## config.mk

```make
export PLATFORM = sky130hd
export DESIGN_NAME = vehicle_light_frame_controller_core
export DESIGN_NICKNAME = d
export VERILOG_FILES = /design/src/hw/rtl/vlf_pkg.sv /design/src/hw/rtl/vehicle_light_frame_controller_core.sv /design/src/hw/rtl/vlf_ram.sv /design/src/hw/rtl/vlf_shade.sv
export SDC_FILE = /design/constraint.sdc
export NUM_CORES = 2
export LEC_CHECK = 0
export ABC_AREA = 1
export BUFFER_PORTS_ARGS = -buffer_cell sky130_fd_sc_hd__buf_2
export CORE_MARGIN = 5
export CORE_UTILIZATION = 30
export CTS_CLUSTER_SIZE = 25
export DETAILED_ROUTE_END_ITERATION = 10
export PLACE_DENSITY_LB_ADDON = 0.2
export SYNTH_ARGS = -nofsm -noshare
export SYNTH_HDL_FRONTEND = slang
export SYNTH_SLANG_ARGS = --single-unit
```

## constraint.sdc

```tcl
create_clock -name clk -period 6.9 [get_ports clk]
set_clock_uncertainty 0.2 [all_clocks]
set_input_delay 0.69 -clock clk [delete_from_list [all_inputs] [get_ports clk]]
set_output_delay 0.69 -clock clk [all_outputs]
set_load 0.05 [all_outputs]
```

## src/hw/rtl/vlf_pkg.sv

```systemverilog
// Shared types and constants for the vehicle light frame controller.
// No dependencies; used by the top level and by vlf_shade.
package vlf_pkg;

  localparam int MAX_PIXELS_DEF = 64;

  localparam logic [6:0]  PIXEL_COUNT_RST  = 7'd16;
  localparam logic [15:0] BLINK_PERIOD_RST = 16'd4;

  localparam logic [7:0] WHITE_LVL  = 8'd100;
  localparam logic [7:0] YELLOW_LVL = 8'd100;
  localparam logic [7:0] TAIL_LVL   = 8'd50;
  localparam logic [7:0] BRAKE_LVL  = 8'd255;
  localparam logic [7:0] PULSE_STEP = 8'd5;
  localparam logic [7:0] PULSE_TOP  = 8'd255;
  localparam logic [7:0] PULSE_BOT  = 8'd0;

  typedef enum logic [3:0] {
    CMD_DEAD       = 4'd0,
    CMD_ALIVE      = 4'd1,
    CMD_NONE       = 4'd2,
    CMD_NEUTRAL    = 4'd3,
    CMD_POWER      = 4'd4,
    CMD_BRAKE      = 4'd5,
    CMD_LEFT       = 4'd6,
    CMD_RIGHT      = 4'd7,
    CMD_TURN_OFF   = 4'd8,
    CMD_LIGHTS_ON  = 4'd9,
    CMD_LIGHTS_OFF = 4'd10
  } cmd_t;

  typedef enum logic [2:0] {
    CFG_PIXEL_COUNT  = 3'd0,
    CFG_FRONT_SPAN   = 3'd1,
    CFG_BACK_SPAN    = 3'd2,
    CFG_LEFT_SPAN    = 3'd3,
    CFG_RIGHT_SPAN   = 3'd4,
    CFG_BLINK_PERIOD = 3'd5
  } cfg_reg_t;

  typedef enum logic {
    ST_IDLE = 1'b0,
    ST_RUN  = 1'b1
  } seq_state_t;

  typedef enum logic [1:0] {
    FK_OFF    = 2'd0,
    FK_DEAD   = 2'd1,
    FK_NORMAL = 2'd2
  } frame_kind_t;

  typedef struct packed {
    logic       mode;
    logic [3:0] command_code;
  } in_t;

  typedef struct packed {
    logic [5:0] pixel_index;
    logic [7:0] red;
    logic [7:0] green;
    logic [7:0] blue;
    logic       last_pixel;
  } out_t;

  typedef struct packed {
    frame_kind_t kind;
    logic        brake;
    logic        left_on;
    logic        right_on;
    logic        blink_phase;
    logic [7:0]  level;
    logic [15:0] front_span;
    logic [15:0] back_span;
    logic [15:0] left_span;
    logic [15:0] right_span;
  } shade_ctl_t;

endpackage

```

## src/hw/rtl/vehicle_light_frame_controller_core.sv

```systemverilog
// Vehicle light frame controller, top level.
// Depends on vlf_pkg, vlf_ram (frame store) and vlf_shade (pixel colour).
//
// Usage:
// - in_ channel (valid/stall): one beat is a command (mode 0) or a frame
//   tick (mode 1). A command yields no beat.
// - A frame tick redraws the frame store and sends n = min(pixel_count,
//   MAX_PIXELS) beats on the out_ channel, index 0 first, last_pixel set on
//   the final one. A tick with n = 0 sends nothing.
// - The frame store is walked by one pixel sequencer: one RAM read and one
//   shared span-compare/colour unit per pixel, one pixel per cycle while
//   out_stall is low. Each pixel goes through the RAM read, the pixel stage
//   and the output register; in_stall stays high until the last pixel
//   moves from the pixel stage into the output register.
// - out_stall holds the output register and pauses the walk; nothing is
//   lost. The next item is taken while the last pixel still waits.
// - cfg_ channel (valid/ready, always ready): register index and data;
//   write only while the block is idle.
// - rst_n (synchronous) restores register defaults, sets lights on, clears
//   other flags and marks every frame pixel black at once; no clearing pass.
module vehicle_light_frame_controller_core #(
  parameter int MAX_PIXELS = vlf_pkg::MAX_PIXELS_DEF
) (
  input  logic          clk,
  input  logic          rst_n,
  input  logic          in_valid,
  output logic          in_stall,
  input  vlf_pkg::in_t  in_data,
  output logic          out_valid,
  input  logic          out_stall,
  output vlf_pkg::out_t out_data,
  input  logic          cfg_valid,
  output logic          cfg_ready,
  input  logic [2:0]    cfg_index,
  input  logic [15:0]   cfg_data
);

  localparam int IW = (MAX_PIXELS > 1) ? $clog2(MAX_PIXELS) : 1;
  localparam int CW = $clog2(MAX_PIXELS + 1);
  localparam logic [8:0] MAX9 = 9'(MAX_PIXELS);

  // configuration
  logic [6:0]  pixel_count_r;
  logic [15:0] front_span_r, back_span_r, left_span_r, right_span_r;
  logic [15:0] blink_period_r;

  // vehicle state
  logic        lights_r, lights_nxt;
  logic        dead_r, dead_nxt;
  logic        brake_r, brake_nxt;
  logic        left_r, left_nxt;
  logic        right_r, right_nxt;
  logic        phase_r, phase_nxt;
  logic [15:0] ticks_r, ticks_nxt;
  logic [7:0]  pulse_r, pulse_nxt;
  logic        falling_r, falling_nxt;

  // sequencer
  vlf_pkg::seq_state_t  state_r, state_nxt;
  vlf_pkg::frame_kind_t kind_r, kind_nxt;
  logic [7:0]            level_r, level_nxt;
  logic [CW-1:0]         n_r, n_nxt;
  logic [CW-1:0]         rd_cnt_r, rd_cnt_nxt;
  logic                  s1_v_r, s1_v_nxt;
  logic [CW-1:0]         s1_idx_r, s1_idx_nxt;
  logic                  vld_rd_r;
  logic [MAX_PIXELS-1:0] vld_r, vld_nxt;
  logic                  out_valid_r, out_valid_nxt;
  vlf_pkg::out_t         out_r, out_nxt;

  logic          in_acc;
  logic          adv;
  logic          s1_go;
  logic          can_rd;
  logic          last;
  logic [8:0]    pc9;
  logic [CW-1:0] n_act;
  logic [15:0]   ticks_inc;
  logic [15:0]   period;
  logic [7:0]    pulse_mv;
  logic [7:0]    idx8;
  logic [23:0]   ram_rdata;
  logic [23:0]   old_rgb;
  logic [23:0]   new_rgb;
  vlf_pkg::shade_ctl_t shade_ctl;

  assign in_stall  = (state_r != vlf_pkg::ST_IDLE);
  assign in_acc    = in_valid && !in_stall;
  assign cfg_ready = 1'b1;
  assign out_valid = out_valid_r;
  assign out_data  = out_r;

  assign pc9   = {2'b00, pixel_count_r};
  assign n_act = (pc9 > MAX9) ? CW'(MAX9) : CW'(pc9);

  assign ticks_inc = ticks_r + 16'd1;
  assign period    = (blink_period_r == 16'd0) ? 16'd1 : blink_period_r;
  assign pulse_mv  = falling_r ? (pulse_r - vlf_pkg::PULSE_STEP)
                               : (pulse_r + vlf_pkg::PULSE_STEP);

  assign adv    = !out_valid_r || !out_stall;
  assign s1_go  = s1_v_r && adv;
  assign can_rd = (state_r == vlf_pkg::ST_RUN) && (rd_cnt_r != n_r) && (!s1_v_r || adv);
  assign last   = ((s1_idx_r + CW'(1)) == n_r);
  assign idx8   = 8'(s1_idx_r);

  always_ff @(posedge clk) begin
    if (!rst_n) begin
      pixel_count_r  <= vlf_pkg::PIXEL_COUNT_RST;
      front_span_r   <= '0;
      back_span_r    <= '0;
      left_span_r    <= '0;
      right_span_r   <= '0;
      blink_period_r <= vlf_pkg::BLINK_PERIOD_RST;
    end else if (cfg_valid && cfg_ready) begin
      case (vlf_pkg::cfg_reg_t'(cfg_index))
        vlf_pkg::CFG_PIXEL_COUNT:  pixel_count_r  <= cfg_data[6:0];
        vlf_pkg::CFG_FRONT_SPAN:   front_span_r   <= cfg_data;
        vlf_pkg::CFG_BACK_SPAN:    back_span_r    <= cfg_data;
        vlf_pkg::CFG_LEFT_SPAN:    left_span_r    <= cfg_data;
        vlf_pkg::CFG_RIGHT_SPAN:   right_span_r   <= cfg_data;
        vlf_pkg::CFG_BLINK_PERIOD: blink_period_r <= cfg_data;
        default: ;
      endcase
    end
  end

  always_comb begin
    lights_nxt    = lights_r;
    dead_nxt      = dead_r;
    brake_nxt     = brake_r;
    left_nxt      = left_r;
    right_nxt     = right_r;
    phase_nxt     = phase_r;
    ticks_nxt     = ticks_r;
    pulse_nxt     = pulse_r;
    falling_nxt   = falling_r;
    state_nxt     = state_r;
    kind_nxt      = kind_r;
    level_nxt     = level_r;
    n_nxt         = n_r;
    rd_cnt_nxt    = rd_cnt_r;
    s1_v_nxt      = s1_v_r;
    s1_idx_nxt    = s1_idx_r;
    vld_nxt       = vld_r;
    out_valid_nxt = out_valid_r;
    out_nxt       = out_r;

    case (state_r)
      vlf_pkg::ST_IDLE: begin
        if (in_acc && !in_data.mode) begin
          case (vlf_pkg::cmd_t'(in_data.command_code))
            vlf_pkg::CMD_DEAD:       dead_nxt = 1'b1;
            vlf_pkg::CMD_ALIVE:      dead_nxt = 1'b0;
            vlf_pkg::CMD_LIGHTS_ON:  lights_nxt = 1'b1;
            vlf_pkg::CMD_LIGHTS_OFF: lights_nxt = 1'b0;
            vlf_pkg::CMD_NONE: begin
              if (!dead_r) begin
                brake_nxt = 1'b0;
                left_nxt  = 1'b0;
                right_nxt = 1'b0;
              end
            end
            vlf_pkg::CMD_NEUTRAL, vlf_pkg::CMD_POWER: begin
              if (!dead_r) brake_nxt = 1'b0;
            end
            vlf_pkg::CMD_BRAKE: begin
              if (!dead_r) brake_nxt = 1'b1;
            end
            vlf_pkg::CMD_LEFT, vlf_pkg::CMD_RIGHT: begin
              if (!dead_r) begin
                ticks_nxt = '0;
                phase_nxt = 1'b1;
                left_nxt  = (in_data.command_code == vlf_pkg::CMD_LEFT);
                right_nxt = (in_data.command_code == vlf_pkg::CMD_RIGHT);
              end
            end
            vlf_pkg::CMD_TURN_OFF: begin
              if (!dead_r) begin
                left_nxt  = 1'b0;
                right_nxt = 1'b0;
              end
            end
            default: ;
          endcase
        end else if (in_acc) begin
          n_nxt      = n_act;
          rd_cnt_nxt = '0;
          s1_v_nxt   = 1'b0;
          if (!lights_r) begin
            kind_nxt = vlf_pkg::FK_OFF;
            vld_nxt  = '0;
          end else if (dead_r) begin
            kind_nxt  = vlf_pkg::FK_DEAD;
            level_nxt = pulse_r;
            if (n_act != '0) begin
              pulse_nxt = pulse_mv;
              if (pulse_mv == vlf_pkg::PULSE_TOP || pulse_mv == vlf_pkg::PULSE_BOT) begin
                falling_nxt = !falling_r;
              end
            end
          end else begin
            kind_nxt = vlf_pkg::FK_NORMAL;
            if (ticks_inc >= period) begin
              ticks_nxt = '0;
              phase_nxt = !phase_r;
            end else begin
              ticks_nxt = ticks_inc;
            end
          end
          if (n_act != '0) state_nxt = vlf_pkg::ST_RUN;
        end
      end
      vlf_pkg::ST_RUN: begin
        if (can_rd) begin
          rd_cnt_nxt = rd_cnt_r + CW'(1);
          s1_idx_nxt = rd_cnt_r;
          s1_v_nxt   = 1'b1;
        end else if (s1_go) begin
          s1_v_nxt = 1'b0;
        end
        if (rd_cnt_r == n_r && (!s1_v_r || s1_go)) state_nxt = vlf_pkg::ST_IDLE;
      end
      default: state_nxt = vlf_pkg::ST_IDLE;
    endcase

    if (s1_go) begin
      vld_nxt[s1_idx_r[IW-1:0]] = 1'b1;
      out_valid_nxt             = 1'b1;
      out_nxt.pixel_index       = idx8[5:0];
      out_nxt.red               = new_rgb[23:16];
      out_nxt.green             = new_rgb[15:8];
      out_nxt.blue              = new_rgb[7:0];
      out_nxt.last_pixel        = last;
    end else if (out_valid_r && !out_stall) begin
      out_valid_nxt = 1'b0;
    end
  end

  always_ff @(posedge clk) begin
    if (!rst_n) begin
      lights_r    <= 1'b1;
      dead_r      <= 1'b0;
      brake_r     <= 1'b0;
      left_r      <= 1'b0;
      right_r     <= 1'b0;
      phase_r     <= 1'b0;
      ticks_r     <= '0;
      pulse_r     <= '0;
      falling_r   <= 1'b0;
      state_r     <= vlf_pkg::ST_IDLE;
      rd_cnt_r    <= '0;
      n_r         <= '0;
      s1_v_r      <= 1'b0;
      vld_r       <= '0;
      out_valid_r <= 1'b0;
    end else begin
      lights_r    <= lights_nxt;
      dead_r      <= dead_nxt;
      brake_r     <= brake_nxt;
      left_r      <= left_nxt;
      right_r     <= right_nxt;
      phase_r     <= phase_nxt;
      ticks_r     <= ticks_nxt;
      pulse_r     <= pulse_nxt;
      falling_r   <= falling_nxt;
      state_r     <= state_nxt;
      rd_cnt_r    <= rd_cnt_nxt;
      n_r         <= n_nxt;
      s1_v_r      <= s1_v_nxt;
      vld_r       <= vld_nxt;
      out_valid_r <= out_valid_nxt;
    end
  end

  always_ff @(posedge clk) begin
    kind_r   <= kind_nxt;
    level_r  <= level_nxt;
    s1_idx_r <= s1_idx_nxt;
    out_r    <= out_nxt;
    if (can_rd) vld_rd_r <= vld_r[rd_cnt_r[IW-1:0]];
  end

  vlf_ram #(
    .WIDTH(24),
    .DEPTH(MAX_PIXELS)
  ) u_frame (
    .clk  (clk),
    .we   (s1_go),
    .waddr(s1_idx_r[IW-1:0]),
    .wdata(new_rgb),
    .re   (can_rd),
    .raddr(rd_cnt_r[IW-1:0]),
    .rdata(ram_rdata)
  );

  assign old_rgb = vld_rd_r ? ram_rdata : '0;

  assign shade_ctl.kind        = kind_r;
  assign shade_ctl.brake       = brake_r;
  assign shade_ctl.left_on     = left_r;
  assign shade_ctl.right_on    = right_r;
  assign shade_ctl.blink_phase = phase_r;
  assign shade_ctl.level       = level_r;
  assign shade_ctl.front_span  = front_span_r;
  assign shade_ctl.back_span   = back_span_r;
  assign shade_ctl.left_span   = left_span_r;
  assign shade_ctl.right_span  = right_span_r;

  vlf_shade u_shade (
    .ctl    (shade_ctl),
    .idx    (idx8),
    .old_rgb(old_rgb),
    .new_rgb(new_rgb)
  );

  a_idle_empty: assert property (@(posedge clk) disable iff (!rst_n)
    (state_r == vlf_pkg::ST_IDLE) |-> !s1_v_r)
    else $error("pixel stage busy while sequencer idle");

  a_rd_bound: assert property (@(posedge clk) disable iff (!rst_n)
    (state_r == vlf_pkg::ST_RUN) |-> (rd_cnt_r <= n_r))
    else $error("frame read count beyond pixel count");

  a_wr_bound: assert property (@(posedge clk) disable iff (!rst_n)
    s1_go |-> (s1_idx_r < n_r))
    else $error("frame write beyond pixel count");

  a_last_ends: assert property (@(posedge clk) disable iff (!rst_n)
    (s1_go && last) |=> (state_r == vlf_pkg::ST_IDLE))
    else $error("sequencer still running after last pixel");

endmodule

```

## src/hw/rtl/vlf_ram.sv

```systemverilog
// Generic single-write, single-read RAM with registered read data.
// Read data holds while re is low. No dependencies.
module vlf_ram #(
  parameter int WIDTH = 24,
  parameter int DEPTH = 64,
  localparam int AW = (DEPTH > 1) ? $clog2(DEPTH) : 1
) (
  input  logic             clk,
  input  logic             we,
  input  logic [AW-1:0]    waddr,
  input  logic [WIDTH-1:0] wdata,
  input  logic             re,
  input  logic [AW-1:0]    raddr,
  output logic [WIDTH-1:0] rdata
);

  logic [WIDTH-1:0] mem [DEPTH];
  logic [WIDTH-1:0] rdata_r;

  always_ff @(posedge clk) begin
    if (we) begin
      mem[waddr] <= wdata;
    end
    if (re) begin
      rdata_r <= mem[raddr];
    end
  end

  assign rdata = rdata_r;

endmodule

```

## src/hw/rtl/vlf_shade.sv

```systemverilog
// Per-pixel colour for one frame: span tests, turn blink, dead pulse, all off.
// Depends on vlf_pkg.
module vlf_shade (
  input  vlf_pkg::shade_ctl_t ctl,
  input  logic [7:0]          idx,
  input  logic [23:0]         old_rgb,
  output logic [23:0]         new_rgb
);

  function automatic logic in_span(input logic [15:0] span, input logic [7:0] i);
    in_span = (i >= span[7:0]) && (i <= span[15:8]);
  endfunction

  logic [23:0] yellow;
  logic [23:0] white;
  logic [23:0] tail;

  assign yellow = {vlf_pkg::YELLOW_LVL, vlf_pkg::YELLOW_LVL, 8'h00};
  assign white  = {vlf_pkg::WHITE_LVL, vlf_pkg::WHITE_LVL, vlf_pkg::WHITE_LVL};
  assign tail   = {(ctl.brake ? vlf_pkg::BRAKE_LVL : vlf_pkg::TAIL_LVL), 16'h0000};

  always_comb begin
    new_rgb = old_rgb;
    case (ctl.kind)
      vlf_pkg::FK_OFF: begin
        new_rgb = '0;
      end
      vlf_pkg::FK_DEAD: begin
        new_rgb = {ctl.level, 16'h0000};
      end
      vlf_pkg::FK_NORMAL: begin
        if (in_span(ctl.front_span, idx)) new_rgb = white;
        if (in_span(ctl.back_span, idx)) new_rgb = tail;
        if (in_span(ctl.left_span, idx)) new_rgb = '0;
        if (in_span(ctl.right_span, idx)) new_rgb = '0;
        if (ctl.blink_phase) begin
          if (ctl.left_on) begin
            if (idx == ctl.front_span[7:0] || idx == ctl.back_span[15:8] ||
                in_span(ctl.left_span, idx)) new_rgb = yellow;
          end else if (ctl.right_on) begin
            if (idx == ctl.front_span[15:8] || idx == ctl.back_span[7:0] ||
                in_span(ctl.right_span, idx)) new_rgb = yellow;
          end
        end
      end
      default: begin
        new_rgb = '0;
      end
    endcase
  end

endmodule
```

; ---- Word level (Yosys, flattened, before mapping)
; Memory sizes are Yosys's and may differ from the RTL's. A register that Yosys moved wholly into a read port is not among the register bits.
; Cells that the tools add are included.
; W data, S select, Z words.
[op_classes]
addsub = 5
n_lt_le_gt_ge = 13
n_reduce_logical = 62
n_mux = 65
eq_ne = 36
bitwise = 3
[op_table]
columns = operator, n
row1 = $mux W64, 5
row2 = $mux W24, 10
row3 = $mux W16, 8
row4 = $or A64 B64 Y64, 1
row5 = $pmux W24 S2, 1
row6 = $eq A7 B8 Y1, 4
row7 = $ge A7 B8 Y1, 4
row8 = $le A7 B8 Y1, 4
row9 = $mux W7, 4
row10 = $mux W1, 24
row11 = $add A16 B1 Y16 const B, 1
row12 = $eq A4 B3 Y1 const B, 4
row13 = $ge A16 B16 Y1, 1
row14 = $logic_not A16 Y1, 1
row15 = $mux W8, 2
row16 = $ne A2 B2 Y1 const B, 8
row17 = $reduce_bool A2 Y1, 8
row18 = $reduce_and A3 Y1, 5
row19 = $reduce_and A5 Y1, 3
row20 = $add A7 B1 Y7 const B, 2
row21 = $eq A7 B7 Y1, 2
row22 = $lt A6 B7 Y1 const B, 2
row23 = $pmux W1 S2, 7
row24 = $pmux W7 S2, 1
row25 = other kinds (32), 72
[word_totals]
regBits = 248
inputBits = 29
out_inout_bits = 34
wordCells = 215
mem_count = 1
mem_bits_rw = 1536
[memory_table]
columns = name, words, width, read_ports, rd_ports_with_merged_regs, wr, line_no
row1 = u_frame.mem, 64, 24, 1, 1, 1, vlf_ram.sv:17  ; logic [WIDTH-1:0] mem [DEPTH];

; ---- Longest topological paths before layout
[depth]
ltp_word = 11
depth_mapped = 19

; ---- Modules after synthesis
; Synthesis repeated with hierarchy kept, for this count alone.
[unflattened]
hier_cells = 7079
hier_area_um2 = 76472.1
[modules_own_cells]
columns = module, instances, seq_area_each_um2, cells_per_inst, area_per_inst_um2
row1 = vlf_ram, 1, 46844.9, 5248, 63053.0
row2 = vehicle_light_frame_controller_core, 1, 5455.2, 1436, 11141.9
row3 = vlf_shade, 1, 0.0, 395, 2277.2

; ---- Worst setup path after synthesis
; No wires, ideal clock.
[synth_timing]
path_kind = register to register
startpoint = reg s1_idx_r[1]
endpoint = reg out_r, in the netlist out_data[11], data pin
setup_slack_ns = 1.710
synth_period_minus_slack_ns = 5.190
required_ns = 5.991
t_arrival_ns = 4.280
path_stages_with_launch = 12
path_cell_list = edfxtp_1 ha_1 a21oi_1 o21ai_0 nand2_1 nand2_1 nand2_1 nand2_1 inv_1 nor2_1 inv_1 o21ai_0
[synth_via]
elab_chain_cells = 11
word_cells_on_any_way = 30
[synth_lines]
columns = item, line_no
row1 = start: declaration, vehicle_light_frame_controller_core.sv:65  ; logic [CW-1:0] s1_idx_r, s1_idx_nxt;
row2 = start signal: assignment, vehicle_light_frame_controller_core.sv:279  ; s1_idx_r <= s1_idx_nxt;
row3 = $ge A7 B8 Y1 / $le A7 B8 Y1 (equally long branches), vlf_shade.sv:11  ; in_span = (i >= span[7:0]) && (i <= span[15:8]);
row4 = $logic_and A1 B1 Y1, vlf_shade.sv:11
row5 = $mux W24, vlf_shade.sv:32  ; if (in_span(ctl.front_span, idx)) new_rgb = white;
row6 = $mux W24, vlf_shade.sv:33  ; if (in_span(ctl.back_span, idx)) new_rgb = tail;
row7 = $mux W24, vlf_shade.sv:34  ; if (in_span(ctl.left_span, idx)) new_rgb = '0;
row8 = $mux W24, vlf_shade.sv:35  ; if (in_span(ctl.right_span, idx)) new_rgb = '0;
row9 = $mux W24, vlf_shade.sv:41  ; if (idx == ctl.front_span[15:8] || idx == ctl.back_span[7:0] ||
row10 = $mux W24, vlf_shade.sv:40  ; end else if (ctl.right_on) begin
row11 = $mux W24, vlf_shade.sv:37  ; if (ctl.left_on) begin
row12 = $mux W24 *, vlf_shade.sv:36  ; if (ctl.blink_phase) begin
row13 = $pmux W24 S2 *, vlf_shade.sv:24  ; case (ctl.kind)
row14 = via new_rgb[10], vehicle_light_frame_controller_core.sv:84  ; logic [23:0] new_rgb;
row15 = end signal: assignment, vehicle_light_frame_controller_core.sv:280  ; out_r <= out_nxt;
row16 = end: declaration, vehicle_light_frame_controller_core.sv:69  ; vlf_pkg::out_t out_r, out_nxt;
; The timed path passes the listed nets; every way through them passes the cells marked *.
; A chain may end at the register's enable or synchronous reset.

; ---- Worst setup path after layout
[layout_timing]
startpoint = reg s1_idx_r[5]
endpoint = mem u_frame.mem[35][0], data pin
[layout_via]
elab_chain_cells = 11
word_cells_on_any_way = 30
[layout_lines]
columns = item, line_no
row1 = $ge A7 B8 Y1 / $le A7 B8 Y1 (equally long branches), vlf_shade.sv:11
row2 = $logic_and A1 B1 Y1, vlf_shade.sv:11
row3 = $mux W24, vlf_shade.sv:32
row4 = $mux W24, vlf_shade.sv:33
row5 = $mux W24, vlf_shade.sv:34
row6 = $mux W24, vlf_shade.sv:35
row7 = $mux W24, vlf_shade.sv:41
row8 = $mux W24, vlf_shade.sv:40
row9 = $mux W24, vlf_shade.sv:37
row10 = $mux W24 *, vlf_shade.sv:36
row11 = $pmux W24 S2 *, vlf_shade.sv:24
row12 = via new_rgb[0], vehicle_light_frame_controller_core.sv:84
row13 = end: declaration, vlf_ram.sv:17
; Marked as above.

==> reports/results.tsv <==
stage	metric	value	unit
run_status	result of the run	finished, final reports clean	
floorplan	initial standard-cell utilization of the core	0.3017	
timing	Max Transition Viols Final	0	
synthesis	share of synthesized area spent on multiplexers	0	
clock_tree	number of sinks handled by clock tree synthesis	1808	
placed_design	RePlAce Congestion	0.8077	
global_routing	aggregate global routing overflow	0	
power_and_ir_drop	switching fraction of total power	0.2377	
drt	total wire length	246400	um
setup_path	startpoint of the worst-slack reg-to-reg timing path	s1_idx_r[5]	
synthesis	simple-gate area share of the yosys netlist	0.1086	
setup_path	critical-path cell with the highest stage delay	sky130_fd_sc_hd__nor2_4	
timing	top achievable clock speed	221.5	MHz
global_routing	met3 Usage GRT	0.03021	
drt	number of nets still failing antenna checks after routing	0	
power_and_ir_drop	Reg power frac	0.506	
global_routing	grt met2 use	0.2966	
timing	Setup Total Neg Slack	0	ns
clock_tree	total of cells resized after clock tree synthesis	0	
floorplan	die span in y	505.1	um
floorplan	floorplan die area	255100	um^2
clock_tree	buffers inserted during post-CTS setup optimization	0	
timing	clock period minus worst slack	4.514	ns
global_routing	wire length of the first global-routing pass	353500	um
power_and_ir_drop	reported leakage power	28.00	nW
finish	fraction of final layout cells with drive strength greater than 1	0.09570	
synthesis	synthesized-area fraction occupied by ao, oa, aoi and oai cells	0.1231	
drt	detail-routed net length per standard cell	25.55	um
clock_tree	clock transition time at the flip-flop clock pins of the worst setup and hold paths	0.06	ns
finish	total number of nets in the final design	6385	
power_and_ir_drop	clock network power share	0.430	
synthesis	synthesized area per cell	11.81	um^2
drt	number of remaining DRC errors	0	
global_routing	Global Route met1 Usage	0.2658	
setup_path	Critical Path Source	s1_idx_r[5]	
floorplan	standard-cell row count	181	
run	maximum capacitance violations	0	
min_path	startpoint of the tightest hold check path	cfg_data[12]	
global_routing	maximum number of pins on one net before global-route repair	161	
setup_path	kind of critical path	reg2reg	
placed_design	Inst Count DP	9262	
synthesis	Post-synth EDFFs	1609	
setup_path	CP Data Arrival Time	4.96	ns
clock_tree	number of buffers created by CTS	194	
clock_tree	count of H-tree levels built during CTS	4	
global_routing	total track usage	0.1873	
synthesis	Post-Synthesis Cell Area	73530	um^2
timing	fin crit share	0.6542	
setup_path	most frequent cell on the critical path	sky130_fd_sc_hd__nand2_1	
synthesis	share of the yosys chip area belonging to registers	0.7113	
timing	setup repair after global routing missed its margin	false	
drt	number of iterations in the first detailed-routing pass	5	
synthesis	largest family of logic cells by synthesized area	compound AO/OA/AOI/OAI gates	
placed_design	Port-buffer cells	61	
finish	non-filler instance count after layout	9644	
finish	Area growth syn-to-layout	14.64	%
timing	transition time at the pin with the least slew margin	1.223	ns
setup_path	delay contributed by the slowest stage of the critical path	0.83	ns
synthesis	number of distinct library cells after synthesis	49	
synthesis	Adder-Cell Fraction of Synth Area	0.01474	
clock_tree	clock tree from TritonCTS	yes	
power_and_ir_drop	total power density per cell area	280.2	nW/um^2
synthesis	proportion of synthesized flip-flops having asynchronous set or reset	0	
timing	Max-slew headroom	0.1837	
synthesis	flop and latch count out of synthesis	1808	
drt	Avg Vias per Cell	5.175	
timing	Final Hold Fails	0	
synthesis	Most used DFF post-synth	sky130_fd_sc_hd__edfxtp_1	
synthesis	share of the synthesized netlist area taken by xor and xnor gates	0.003573	
power_and_ir_drop	cell-internal power	0.01800	W
global_routing	via count of the first global-routing pass	47815	
clock_tree	master cell of the clock root buffer	sky130_fd_sc_hd__clkbuf_16	
setup_path	Critical Path Source Type	flop	
floorplan	core outline area	243700	um^2
setup_path	required time of the critical path	7.34	ns
global_routing	global routing's busiest layer	met2	
floorplan	boundary pin count	63	
clock_tree	Bufs on Longest Clock Path	3	
power_and_ir_drop	maximum resistive drop on vdd	0.1821	mV
synthesis	Gate Count Post-Synth	6227	
setup_path	cell-by-cell trace of the critical path	ha_1 > nand2_1 > nor3_1 > nand2_1 > nand2_1 > nand2_1 > nand2_2 > nand2_1 > nor2_2 > nand2_1 > nor2_4 > buf_4	
power_and_ir_drop	power share of the combinational group	0.064	
synthesis	Yosys warnings	0	
drt	vias after detailed routing	49907	
min_path	min-delay worst type	in2reg	
timing	final setup vio count	0	
placed_design	post-detailed-placement half-perimeter wirelength	133600	um
clock_tree	latest clock arrival within the worst-skew pair	0.85	ns
setup_path	CP Max Fanout	34	
global_routing	initial antenna violation count	9	
power_and_ir_drop	switching power of the nets	0.005614	W
synthesis	number of nets produced by synthesis	6342	
setup_path	kind of end point of the critical path	flop	
floorplan	die extent in x	505.1	um
drt	number of DRC markers after the initial detailed-route iteration	5043	
-- repair_timing --
item / in CTS / in global routing
endpoints found under the hold margin: 26 / 0
endpoints found under the setup margin: 0 / 0
hold buffers: 14 / 0
-- cell families (layout without fill, tap and decap cells) --
kind of cell,Yosys count,count (layout)
and+or+nand+nor,1988,1988
DFF,1808,1808
AOI/OAI and AO/OA,1639,1639
buffers and inverters,675,885
adders and majority gates,86,86
xor gates and xnor gates,30,30
other,1,6
-- sequential cells by signal, summed over array words and instances, names as in the netlist, 16 cells and up --
| signal | flops |
|---|---|
| right_span_r | 16 |
| u_frame.rdata | 24 |
| out_data | 31 |
| left_span_r | 16 |
| ticks_r | 16 |
| u_frame.mem | 1536 |
| back_span_r | 16 |
| vld_r | 64 |
| blink_period_r | 16 |
| front_span_r | 16 |
-- power by group through the flow --
| stage | registers, W | logic (W) | clock network, W |
|---|---|---|---|
| floorplan | 0.0122 | 0.000963 | 0 |
| global placement | 0.0122 | 0.00149 | 0 |
| detailed placement | 0.0122 | 0.00150 | 0 |
| CTS | 0.0119 | 0.00151 | 0.0104 |
| global route | 0.0119 | 0.00166 | 0.0108 |
| finish | 0.0119 | 0.00151 | 0.0102 |
-- worst max-delay path, delay by kind of cell (launching register included) --
family                   cells  cell delay (ns)
buffers and inverters        1             0.43
adder cells (fa/ha/maj)      1             0.45
flip-flops                   1             0.72
AND/OR/NAND/NOR             10             2.48
-- path summary, 6_finish.rpt --
check,end,slack [ns],cells after the start
worst min register to register,left_span_r[8],0.26,2
worst max register to register,u_frame.mem[35][0],2.39,12
worst max-delay path,u_frame.mem[35][0],2.39,12
worst min-delay path,left_span_r[12],0.07,3
-- Yosys cell counts (2+ instances only) --
cell type / count / share of area
sky130_fd_sc_hd__edfxtp_1: 1609 / 0.66
sky130_fd_sc_hd__nor2_1: 1155 / 0.059
sky130_fd_sc_hd__o21ai_0: 900 / 0.061
sky130_fd_sc_hd__nand2_1: 521 / 0.027
sky130_fd_sc_hd__inv_1: 282 / 0.014
sky130_fd_sc_hd__a21oi_1: 256 / 0.017
sky130_fd_sc_hd__clkbuf_1: 215 / 0.011
sky130_fd_sc_hd__dfxtp_1: 199 / 0.054
sky130_fd_sc_hd__nand3_1: 199 / 0.014
sky130_fd_sc_hd__o22ai_1: 193 / 0.016
sky130_fd_sc_hd__o211ai_1: 180 / 0.018
sky130_fd_sc_hd__buf_2: 126 / 0.0086
sky130_fd_sc_hd__ha_1: 85 / 0.014
sky130_fd_sc_hd__o21ai_1: 64 / 0.0044
sky130_fd_sc_hd__nand4_1: 61 / 0.0052
sky130_fd_sc_hd__buf_4: 25 / 0.0026
sky130_fd_sc_hd__o221ai_1: 24 / 0.0029
sky130_fd_sc_hd__nor3_1: 21 / 0.0014
sky130_fd_sc_hd__xor2_1: 21 / 0.0025
sky130_fd_sc_hd__buf_1: 11 / 0.00056
sky130_fd_sc_hd__xnor2_1: 9 / 0.0011
sky130_fd_sc_hd__buf_6: 7 / 0.0011
sky130_fd_sc_hd__nand3b_1: 7 / 0.00071
sky130_fd_sc_hd__or2_2: 7 / 0.00060
sky130_fd_sc_hd__inv_2: 5 / 0.00026
sky130_fd_sc_hd__nor4_1: 5 / 0.00043
sky130_fd_sc_hd__o31ai_1: 5 / 0.00051
sky130_fd_sc_hd__nand2_2: 4 / 0.00034
sky130_fd_sc_hd__nor2_2: 4 / 0.00034
sky130_fd_sc_hd__a22oi_1: 3 / 0.00031
sky130_fd_sc_hd__clkinv_1: 3 / 0.00015
sky130_fd_sc_hd__a21o_1: 2 / 0.00020
sky130_fd_sc_hd__a311oi_1: 2 / 0.00024
sky130_fd_sc_hd__o21a_1: 2 / 0.00020
-- stage by stage --
stage	worst slack [ns]	power (W)	utilization	hold WS [ns]	cell area, um^2
2_1_floorplan	1.710	0.01314	-	0.2029	73530
3_3_place_gp	2.426	0.01367	0.3201	0.2444	78000
3_5_place_dp	2.279	0.01367	0.3201	0.2469	78000
4_1_cts	2.388	0.02383	0.3459	0.002672	84280
5_1_grt	2.076	0.02444	0.3459	0.05253	84280
6_report	2.386	0.02362	0.3459	0.07100	84290
-- layout by cell type, fill, tap and decap left out, drive strengths merged, types with 3 or more instances in the layout --
cell	instances
edfxtp	1609
nor2	1160
o21ai	964
nand2	525
inv	298
clkbuf	260
a21oi	256
buf	217
nand3	199
dfxtp	199
o22ai	193
o211ai	180
clkinv	87
ha	85
nand4	61
o221ai	24
xor2	21
nor3	21
dlygate4sd3	14
xnor2	9
bufinv	8
or2	8
nand3b	7
nor4	6
diode	5
o31ai	5
a22oi	3
-- routing by layer --
| metal | part of all wire | vias up | routed length, um |
|---|---|---|---|
| met5 | 0 | - | 0 |
| met4 | 0.027 | 0 | 6593 |
| met3 | 0.063 | 309 | 15620 |
| met2 | 0.46 | 1642 | 113600 |
| met1 | 0.45 | 25410 | 110600 |
| li1 | - | 22546 | - |
-- cell type report --
type / count / area (um^2)
fill: 23954 / 159400
sequential: 1808 / 52310
multi-input combinational: 3744 / 18920
clock buffer: 260 / 5305
tap: 3202 / 4006
timing repair buffer: 231 / 1779
inverter: 291 / 1124
clock inverter: 103 / 838.3
antenna: 5 / 12.51
Power figures use the tool's default switching activity.
